===== src/design/cm4i_pkg.sv =====
// shared types, constants and index functions for the 4x4 matrix inverse core
package cm4i_pkg;

    localparam int ENT_W = 32;   // entry width
    localparam int CW    = 98;   // signed cofactor width
    localparam int MAG_W = 96;   // cofactor magnitude width
    localparam int DETW  = 132;  // signed determinant width
    localparam int QW    = 33;   // quotient bits kept
    localparam int USERW = 6;    // tuser width

    localparam logic [ENT_W-1:0] SAT_MAX = 32'h7FFF_FFFF;
    localparam logic [ENT_W-1:0] SAT_MIN = 32'h8000_0000;

    typedef enum logic [2:0] {
        ST_LOAD,
        ST_COF,
        ST_DET,
        ST_DIVRD,
        ST_DIVLD,
        ST_DIVIT,
        ST_EMIT
    } state_t;

    typedef enum logic [4:0] {
        OP_NONE,
        OP_ACC_CLR,
        OP_X,
        OP_XY,
        OP_Z,
        OP_PLO,
        OP_PHI,
        OP_PACC,
        OP_DET_CLR,
        OP_DLOAD,
        OP_DM0,
        OP_DM1,
        OP_DM2,
        OP_DM3,
        OP_VLOAD,
        OP_VSTEP,
        OP_OUT
    } op_t;

    typedef struct packed {
        op_t        op;
        logic       neg;
        logic       first;
        logic       last;
        logic [3:0] pos;
        logic       ent_we;
        logic [3:0] ent_waddr;
        logic [3:0] ent_raddr;
        logic       cof_we;
        logic [3:0] cof_waddr;
        logic [3:0] cof_raddr;
    } cmd_t;

    typedef struct packed {
        logic out_free;
    } sts_t;

    // column picked by permutation t for minor row r
    function automatic logic [1:0] perm_col(input logic [2:0] t, input logic [1:0] r);
        logic [5:0] p;
        case (t)
            3'd0:    p = {2'd2, 2'd1, 2'd0};
            3'd1:    p = {2'd0, 2'd2, 2'd1};
            3'd2:    p = {2'd1, 2'd0, 2'd2};
            3'd3:    p = {2'd1, 2'd2, 2'd0};
            3'd4:    p = {2'd0, 2'd1, 2'd2};
            default: p = {2'd2, 2'd0, 2'd1};
        endcase
        case (r)
            2'd0:    return p[1:0];
            2'd1:    return p[3:2];
            default: return p[5:4];
        endcase
    endfunction

    // entry address of factor r of term t of cofactor s
    function automatic logic [3:0] cof_addr(input logic [3:0] s, input logic [2:0] t,
                                            input logic [1:0] r);
        logic [1:0] p;
        logic [1:0] q;
        logic [1:0] j;
        logic [1:0] row;
        logic [1:0] col;
        p   = s[3:2];
        q   = s[1:0];
        row = (r < q) ? r : r + 2'd1;
        j   = perm_col(t, r);
        col = (j < p) ? j : j + 2'd1;
        return {row, col};
    endfunction

    // term sign: odd permutation xor checkerboard sign
    function automatic logic term_neg(input logic [3:0] s, input logic [2:0] t);
        return (t >= 3'd3) ^ s[2] ^ s[0];
    endfunction

endpackage


===== src/design/cm4i_ctrl.sv =====
// sequencer for load, cofactor, determinant, division and output phases
module cm4i_ctrl (
    input  logic            aclk,
    input  logic            aresetn,
    input  logic            s_tvalid,
    output logic            s_tready,
    input  cm4i_pkg::sts_t  sts,
    output cm4i_pkg::cmd_t  cmd
);
    import cm4i_pkg::*;

    state_t     state_reg, state_next;
    logic [3:0] load_reg, load_next;
    logic [3:0] cnt_reg, cnt_next;
    logic [2:0] term_reg, term_next;
    logic [2:0] step_reg, step_next;
    logic [5:0] bit_reg, bit_next;

    always_ff @(posedge aclk) begin
        if (!aresetn) begin
            state_reg <= ST_LOAD;
            load_reg  <= '0;
            cnt_reg   <= '0;
            term_reg  <= '0;
            step_reg  <= '0;
            bit_reg   <= '0;
        end else begin
            state_reg <= state_next;
            load_reg  <= load_next;
            cnt_reg   <= cnt_next;
            term_reg  <= term_next;
            step_reg  <= step_next;
            bit_reg   <= bit_next;
        end
    end

    always_comb begin
        state_next = state_reg;
        load_next  = load_reg;
        cnt_next   = cnt_reg;
        term_next  = term_reg;
        step_next  = step_reg;
        bit_next   = bit_reg;
        s_tready   = 1'b0;
        cmd        = '0;
        cmd.op     = OP_NONE;
        case (state_reg)
            ST_LOAD: begin
                s_tready      = 1'b1;
                cmd.ent_waddr = load_reg;
                if (s_tvalid) begin
                    cmd.ent_we = 1'b1;
                    load_next  = load_reg + 4'd1;
                    if (load_reg == 4'd15) begin
                        state_next = ST_COF;
                        cnt_next   = '0;
                        term_next  = '0;
                        step_next  = '0;
                    end
                end
            end
            ST_COF: begin
                cmd.neg   = term_neg(cnt_reg, term_reg);
                step_next = step_reg + 3'd1;
                case (step_reg)
                    3'd0: begin
                        cmd.ent_raddr = cof_addr(cnt_reg, term_reg, 2'd0);
                        cmd.op = (term_reg == 3'd0) ? OP_ACC_CLR : OP_NONE;
                    end
                    3'd1: begin
                        cmd.ent_raddr = cof_addr(cnt_reg, term_reg, 2'd1);
                        cmd.op = OP_X;
                    end
                    3'd2: begin
                        cmd.ent_raddr = cof_addr(cnt_reg, term_reg, 2'd2);
                        cmd.op = OP_XY;
                    end
                    3'd3: cmd.op = OP_Z;
                    3'd4: cmd.op = OP_PLO;
                    3'd5: cmd.op = OP_PHI;
                    default: begin
                        cmd.op    = OP_PACC;
                        step_next = '0;
                        if (term_reg == 3'd5) begin
                            cmd.cof_we    = 1'b1;
                            cmd.cof_waddr = cnt_reg;
                            term_next     = '0;
                            cnt_next      = cnt_reg + 4'd1;
                            if (cnt_reg == 4'd15) begin
                                state_next = ST_DET;
                            end
                        end else begin
                            term_next = term_reg + 3'd1;
                        end
                    end
                endcase
            end
            ST_DET: begin
                step_next = step_reg + 3'd1;
                case (step_reg)
                    3'd0: begin
                        cmd.cof_raddr = {cnt_reg[1:0], 2'b00};
                        cmd.ent_raddr = {2'b00, cnt_reg[1:0]};
                        cmd.op = (cnt_reg[1:0] == 2'd0) ? OP_DET_CLR : OP_NONE;
                    end
                    3'd1: cmd.op = OP_DLOAD;
                    3'd2: cmd.op = OP_DM0;
                    3'd3: cmd.op = OP_DM1;
                    3'd4: cmd.op = OP_DM2;
                    default: begin
                        cmd.op    = OP_DM3;
                        step_next = '0;
                        if (cnt_reg[1:0] == 2'd3) begin
                            cnt_next   = '0;
                            state_next = ST_DIVRD;
                        end else begin
                            cnt_next = cnt_reg + 4'd1;
                        end
                    end
                endcase
            end
            ST_DIVRD: begin
                cmd.cof_raddr = cnt_reg;
                state_next    = ST_DIVLD;
            end
            ST_DIVLD: begin
                cmd.op     = OP_VLOAD;
                bit_next   = '0;
                state_next = ST_DIVIT;
            end
            ST_DIVIT: begin
                cmd.op    = OP_VSTEP;
                cmd.first = (bit_reg == 6'd0);
                if (bit_reg == 6'(QW)) begin
                    state_next = ST_EMIT;
                end else begin
                    bit_next = bit_reg + 6'd1;
                end
            end
            ST_EMIT: begin
                cmd.pos  = cnt_reg;
                cmd.last = (cnt_reg == 4'd15);
                if (sts.out_free) begin
                    cmd.op   = OP_OUT;
                    cnt_next = cnt_reg + 4'd1;
                    if (cnt_reg == 4'd15) begin
                        state_next = ST_LOAD;
                    end else begin
                        state_next = ST_DIVRD;
                    end
                end
            end
            default: state_next = ST_LOAD;
        endcase
    end

endmodule


===== config.mk =====
export PLATFORM = sky130hd
export DESIGN_NAME = cm4i_ctrl
export DESIGN_NICKNAME = d
export VERILOG_FILES = /design/src/design/cm4i_pkg.sv /design/src/design/cm4i_ctrl.sv
export SDC_FILE = /design/constraint.sdc
export NUM_CORES = 1
export LEC_CHECK = 0
export ABC_AREA = 1
export BUFFER_PORTS_ARGS = -buffer_cell sky130_fd_sc_hd__buf_2
export CAP_MARGIN = 15
export CORE_MARGIN = 3
export CORE_UTILIZATION = 57
export DETAILED_ROUTE_END_ITERATION = 6
export PLACE_DENSITY_LB_ADDON = 0.08
export SYNTH_ARGS = -nofsm -noshare
export SYNTH_HDL_FRONTEND = slang
export SYNTH_SLANG_ARGS = --single-unit

===== constraint.sdc =====
create_clock -name aclk -period 2.3 [get_ports aclk]
set_input_delay 0.46 -clock aclk [delete_from_list [all_inputs] [get_ports aclk]]
set_output_delay 0.46 -clock aclk [all_outputs]
set_load 0.02 [all_outputs]

==> results of run 1 <==
-- synth_stat cells (2+ instances only) --
| library cell | instances | share of area, % |
|---|---|---|
| inv_2 | 7 | 1.2 |
| a21oi_1 | 15 | 3.5 |
| nand4_1 | 11 | 3.2 |
| o31ai_1 | 2 | 0.71 |
| nand3b_1 | 2 | 0.71 |
| clkbuf_1 | 3 | 0.53 |
| ha_1 | 16 | 9.4 |
| xor2_1 | 2 | 0.82 |
| o211ai_1 | 3 | 1.1 |
| nand3_1 | 30 | 7.1 |
| o21ai_0 | 17 | 4.0 |
| nor2_2 | 8 | 2.4 |
| nand2_2 | 7 | 2.1 |
| dfxtp_1 | 23 | 22 |
| nor3_1 | 5 | 1.2 |
| inv_1 | 58 | 10 |
| nor2_1 | 47 | 8.3 |
| nand2_1 | 97 | 17 |
| nor4_1 | 2 | 0.59 |
-- timing repair --
item,in CTS,in global routing
endpoints found under the hold margin,0,0
cloned,0,0
buffers inserted,9,6
endpoints found under the setup margin,11,9
pin swaps,17,15
gates resized for setup,44,23
-- power groups by stage --
stage / registers [mW] / logic [mW] / clock network, mW
6_report: 0.485 / 0.907 / 0.273
5_1_grt: 0.490 / 0.991 / 0.291
4_1_cts: 0.482 / 0.826 / 0.278
3_5_place_dp: 0.485 / 0.750 / 0
3_3_place_gp: 0.483 / 0.737 / 0
2_1_floorplan: 0.477 / 0.550 / 0
-- per-layer routing --
layer  global-route usage [%]  wire (microns)  up-vias
met5                        0               0        -
met4                     13.9             315        0
met3                     4.55             491       39
met2                     46.0            3080      146
met1                     35.1            2660     1154
li1                         -               -     1293
-- per-stage QoR --
stage	cells	power, mW
after floorplan	365	1.03
after global placement	458	1.22
after detailed placement	458	1.24
after CTS	471	1.59
after global routing	477	1.77
final	477	1.66
-- worst paths after layout --
path                                   from          end  slack, ns  depth (start not counted)
worst max-delay path            term_reg[0]      cmd[10]      -0.29                         17
worst min-delay path            load_reg[0]  load_reg[0]       0.49                          2
worst max register to register  step_reg[0]  step_reg[0]       0.32                         12
worst min register to register  load_reg[0]  load_reg[0]       0.49                          2
-- cells by family after synthesis --
group	synth area share, %
flip-flops	21.7
buffers and inverters	12.5
adder cells (fa/ha/maj)	9.42
AND/OR/NAND/NOR	45.3
AO/OA/AOI/OAI	10.3
XOR/XNOR	0.824
-- tightest hold or removal path: stages, from the launching register on --
cell	delay (ns)
dfxtp_1	0.34
inv_1	0.07
a21oi_1	0.05
-- cell usage in the layout, fill, tap and decap left out, types with 2 or more instances in the layout --
| cell | Yosys | routed |
|---|---|---|
| nand2_2 | 7 | 14 |
| nor2_2 | 8 | 7 |
| clkbuf_8 | 0 | 3 |
| nor4_1 | 2 | 2 |
| nor2_1 | 47 | 46 |
| o21ai_0 | 17 | 14 |
| o31ai_1 | 2 | 2 |
| o211ai_1 | 3 | 3 |
| o21ai_1 | 1 | 2 |
| nand4_1 | 11 | 11 |
| ha_1 | 16 | 11 |
| dfxtp_1 | 23 | 18 |
| dfxtp_2 | 0 | 2 |
| ha_4 | 0 | 5 |
| nor2_4 | 1 | 3 |
| buf_4 | 0 | 33 |
| buf_2 | 1 | 27 |
| o21ai_2 | 0 | 2 |
| nand2_1 | 97 | 86 |
| nand3_2 | 1 | 4 |
| dfxtp_4 | 0 | 3 |
| inv_4 | 1 | 4 |
| inv_1 | 58 | 51 |
| nand2_4 | 0 | 4 |
| inv_2 | 7 | 11 |
| nor3_1 | 5 | 5 |
| buf_6 | 0 | 6 |
| nand3_1 | 30 | 27 |
| xor2_1 | 2 | 2 |
| nand3b_1 | 2 | 2 |
| a21oi_1 | 15 | 15 |
-- final cells by class --
class	count	area, sq um
timing repair buffer	66	450
clock buffer	3	41.3
tap	46	57.6
inverter	66	258
fill	256	636
clock inverter	1	7.51
sequential	23	474
multi-input combinational	272	1540
==> flow_summary_export.csv, run 1 <==
group,metric,value,unit
sta,worst_pin_slew,0.392,ns
power_and_ir_drop,p_seq_share,29.1,%
worst_setup_path,critPathKind,"register to primary output",
sta,slew_headroom,73.6,%
global_route,grt_pass1_vias,2262,
sta,fin_crit_sh,112,%
synthesis,avgSynthCellArea,5.82,sq um
worst_setup_path,path_cells,"nand2_4 > inv_4 > ha_4 > o21ai_2 > inv_1 > ha_1 > nand2_1 > nand2_2 > inv_2 > nand2_2 > nand3_2 > nand2_1 > inv_1 > nand2_1 > nand2_1 > nand2_2 > buf_6",
status,outcome,"complete, but fails checks",
worst_setup_path,end_kind,"primary output",
synthesis,netlist_area,0.00213,sq mm
placement,port_buffers,34,
sta,slew_violations,0,
cts,path_clk_slew,0.09,ns
layout,layout.nets,452,
sta,totalNegativeSetupSlack,-0.627,ns
cts,cts_max_level,1,
placement,preCtsSetupSlack,-0.0942,ns
floorplan,start_util,61.3,%
power_and_ir_drop,internal_power,0.891,mW
cts,cts_buffers,3,
floorplan,pin_count,35,
worst_setup_path,slowest_delay,0.37,ns
power_and_ir_drop,vdd_ir_drop_max,470,uV
worst_setup_path,cpMaxStageDelayCell,"dfxtp_4",
synthesis,yosysUniqueCellTypes,29,
sta,holdWs,0.493,ns
synthesis,async_flop_share,0,%
synthesis,ys_warn_count,0,
floorplan,core.rowCount,21,
power_and_ir_drop,p_per_area,587,mW/mm^2
route,drc,0,
placement,hpwl,4380,microns
sta,report.final.hold_viol_count,0,
floorplan,die-area,0.00450,sq mm
power_and_ir_drop,p_sw_share,46.5,%
layout,largest_reg_flops,6,
route,ant_nets,0,
floorplan,die_w,67.1,microns
global_route,grt_use_total,28.1,%
sta,rsz0062_at_grt,"yes",
floorplan,die_h,67.1,microns
sta,max_freq,387,MHz
global_route,antenna_found_initial,0,
run,max_cap_violations,0,
worst_setup_path,required,1.84,ns
route,drtIter0Drc,245,
cts,cts_tree,"yes",
layout,syn_to_final_growth,33.3,%
synthesis,synth_fp_nets,385,
cts,cts_root_buffer,"clkbuf_8",
sta,finalSetupViolations,6,
cts,holdBufCountCts,0,
power_and_ir_drop,power_frac_clock,16.4,%
global_route,grt_max_degree,18,
cts,clk_latency,0.28,ns
layout,drive_above_1_share,30.4,%
route,wl,6550,microns
layout,final_core_util,81.7,%
hold_path,hold_class,"register to register",
route,viasPerCell,5.52,
power_and_ir_drop,pwr-share-comb,54.5,%
layout,antennaDiodeCount,0,
synthesis,syn_inst,365,
cts,cts_sinks,23,
worst_setup_path,path_buf_inv,5,
route,wl_per_cell,13.7,microns
synthesis,synth-seq-cells,23,
route,dr_total_vias,2632,
cts,cts_buffer_depth,2,
worst_setup_path,cp_common_cell,"nand2_1",
placement,place_area,0.00246,sq mm
placement,gp_congestion,0.930,
global_route,grt_pass1_wl,9780,microns
global_route,gr-total-overflow,0,
layout,fin_area,0.00283,sq mm
power_and_ir_drop,cellLeakagePower,1.44,nW
synthesis,synth_edf_count,0,
sta,fin_ws,-0.285,ns
route,drt_pre_antenna_iters,6,
worst_setup_path,arrival,2.13,ns
power_and_ir_drop,power_switching,0.773,mW
status,failed_checks,"setup timing",
worst_setup_path,cp_top_family,"simple AND/OR/NAND/NOR gates",
synthesis,synthFlopType,"dfxtp_1",
worst_setup_path,crit_fanout,3,
worst_setup_path,cp-start-kind,"register",
sta,fin_crit,2.59,ns
floorplan,core,0.00347,sq mm
synthesis,seq_area_frac_synth,21.7,%
sta,finClkSkew,0.00230,ns
Power figures use the tool's default switching activity.
==> run 2: changes to the inputs <==
--- a/config.mk
+++ b/config.mk
@@ -9,7 +9,7 @@
 export BUFFER_PORTS_ARGS = -buffer_cell sky130_fd_sc_hd__buf_2
 export CAP_MARGIN = 15
 export CORE_MARGIN = 3
-export CORE_UTILIZATION = 57
+export CORE_UTILIZATION = 50
 export DETAILED_ROUTE_END_ITERATION = 6
 export PLACE_DENSITY_LB_ADDON = 0.08
 export SYNTH_ARGS = -nofsm -noshare
==> flow_summary_export.csv, run 2 (synthesized netlist as in run 1, its figures left out) <==
group,metric,value,unit
worst_setup_path,cp-endpoint,"cmd[10]",
global_route,antenna_found_initial,0,
status,failed_checks,"setup timing",
layout,mostFrequentLayoutCell,"nand2_1",
power_and_ir_drop,p_total,1.64,mW
route,dr_total_vias,2477,
global_route,grt_pass1_vias,2307,
worst_setup_path,r2r_slack,0.40,ns
worst_setup_path,arrival,2.05,ns
cts,cts_root_buffer,"clkbuf_8",
floorplan,core,0.00406,sq mm
cts,cts_buffer_depth,2,
worst_setup_path,required,1.84,ns
cts,cts_sinks,23,
worst_setup_path,cp-start-kind,"register",
run,max_cap_violations,0,
route,viasPerCell,5.18,
layout,drive_above_1_share,31.8,%
power_and_ir_drop,p_per_area,575,mW/mm^2
worst_setup_path,critPathLaunch,"term_reg[1]",
layout,layout.nets,449,
route,ant_nets,0,
cts,path_clk_slew,0.09,ns
cts,cts_max_level,1,
worst_setup_path,r2r_start,"step_reg[1]",
route,wl_per_cell,12.9,microns
cts,cts_tree,"yes",
layout,mostFrequentLayoutCells,"nand2_1, inv_1, nor2_1",
layout,fin_area,0.00285,sq mm
floorplan,pin_count,35,
layout,syn_to_final_growth,33.8,%
route,drtIter0Drc,110,
floorplan,core.rowCount,23,
global_route,grt_pass1_wl,9870,microns
layout,final_cells,478,
global_route,grt_max_degree,18,
layout,antennaDiodeCount,0,
floorplan,start_util,52.4,%
sta,slew_violations,0,
placement,place_area,0.00248,sq mm
layout,largest_reg_flops,6,
status,outcome,"complete, but fails checks",
worst_setup_path,crit_fanout,4,
route,drt_pre_antenna_iters,4,
sta,report.final.hold_viol_count,0,
sta,fin_crit,2.51,ns
cts,cts_buffers,3,
placement,hpwl,4590,microns
sta,worst_pin_slew,0.320,ns
global_route,grt_use_total,23.7,%
floorplan,die_w,71.2,microns
route,drc,0,
cts,clk_latency,0.28,ns
power_and_ir_drop,vdd_ir_drop_max,540,uV
sta,rsz0062_at_grt,"yes",
hold_path,hold_class,"register to register",
sta,finalSetupViolations,5,
worst_setup_path,r2r_end,"step_reg[0]",
worst_setup_path,critPathKind,"register to primary output",
sta,fin_ws,-0.211,ns
route,wl,6180,microns
power_and_ir_drop,cellLeakagePower,1.41,nW
sta,fin_crit_sh,109,%
worst_setup_path,reg2reg_depth,12,
global_route,gr-total-overflow,0,
cts,holdBufCountCts,0,
worst_setup_path,end_kind,"primary output",
placement,gp_congestion,0.878,
floorplan,die_h,71.2,microns
sta,max_freq,398,MHz
floorplan,die-area,0.00507,sq mm
placement,port_buffers,34,
placement,placedCellCount,464,
sta,slew_headroom,78.5,%
sta,finClkSkew,0.0122,ns
==> run 2: layout make-up <==
type | instances | area (sq um)
well taps | 50 | 62.6
repair buffers | 63 | 434
flip-flops and latches | 23 | 469
clock inverters | 1 | 5.00
multi-input cells | 272 | 1580
clock buffers | 3 | 41.3
inverters | 66 | 258
fillers | 370 | 1210
==> run 2: worst min path at each step <==
stage	startpoint	end	cells past startpoint
5_1_grt	bit_reg[5]	bit_reg[5]	2
3_5_place_dp	load_reg[0]	load_reg[0]	2
3_3_place_gp	load_reg[0]	load_reg[0]	2
4_1_cts	bit_reg[1]	bit_reg[1]	2
6_report	bit_reg[1]	bit_reg[1]	2
2_1_floorplan	load_reg[0]	load_reg[0]	2
==> run 2: power by group <==
group / total [mW] / leakage [nW] / internal [mW] / switching (mW)
clock: 0.258 / 0.0255 / 0.121 / 0.137
combinational: 0.893 / 1.20 / 0.330 / 0.563
sequential: 0.484 / 0.189 / 0.441 / 0.0435
total: 1.64 / 1.41 / 0.892 / 0.743
==> run 2: critical path: stages (launching register included) <==
cell	delay (ns)
dfxtp_2	0.35
nand2_2	0.08
inv_2	0.05
ha_4	0.16
o21ai_4	0.17
inv_2	0.06
ha_4	0.26
nand2_2	0.05
nand2_2	0.07
inv_2	0.04
nand2_2	0.05
nand3_1	0.07
nand2_1	0.07
inv_1	0.03
nand2_1	0.04
nand2_1	0.04
nand2_1	0.07
buf_6	0.11
==> run 2: repair_timing <==
item,CTS,global route
setup endpoints to repair,9,10
cloned,0,0
resized for setup,42,35
buffers inserted,7,3
endpoints found under the hold margin,0,0
pin swaps,11,18
==> run 2: per-layer routing <==
layer  routed length [microns]  global-route usage [%]  up-vias
li1                          -                       -     1285
met3                       354                    3.98       11
met1                      2630                    28.0     1103
met5                         0                       0        -
met4                        87                    9.81        0
met2                      3110                    42.0       78
==> run 2: metrics by stage <==
stage / hold slack, ns / setup TNS [ns] / utilization, % / setup WS [ns]
global route: 0.527 / -1.19 / 70.1 / -0.360
finish: 0.506 / -0.465 / 70.1 / -0.211
global placement: 0.487 / -0.00950 / 61.2 / -0.00517
CTS: 0.509 / -0.458 / 66.7 / -0.182
floorplan: 0.459 / -0.0913 / - / -0.0228
detailed placement: 0.498 / -0.194 / 61.2 / -0.112
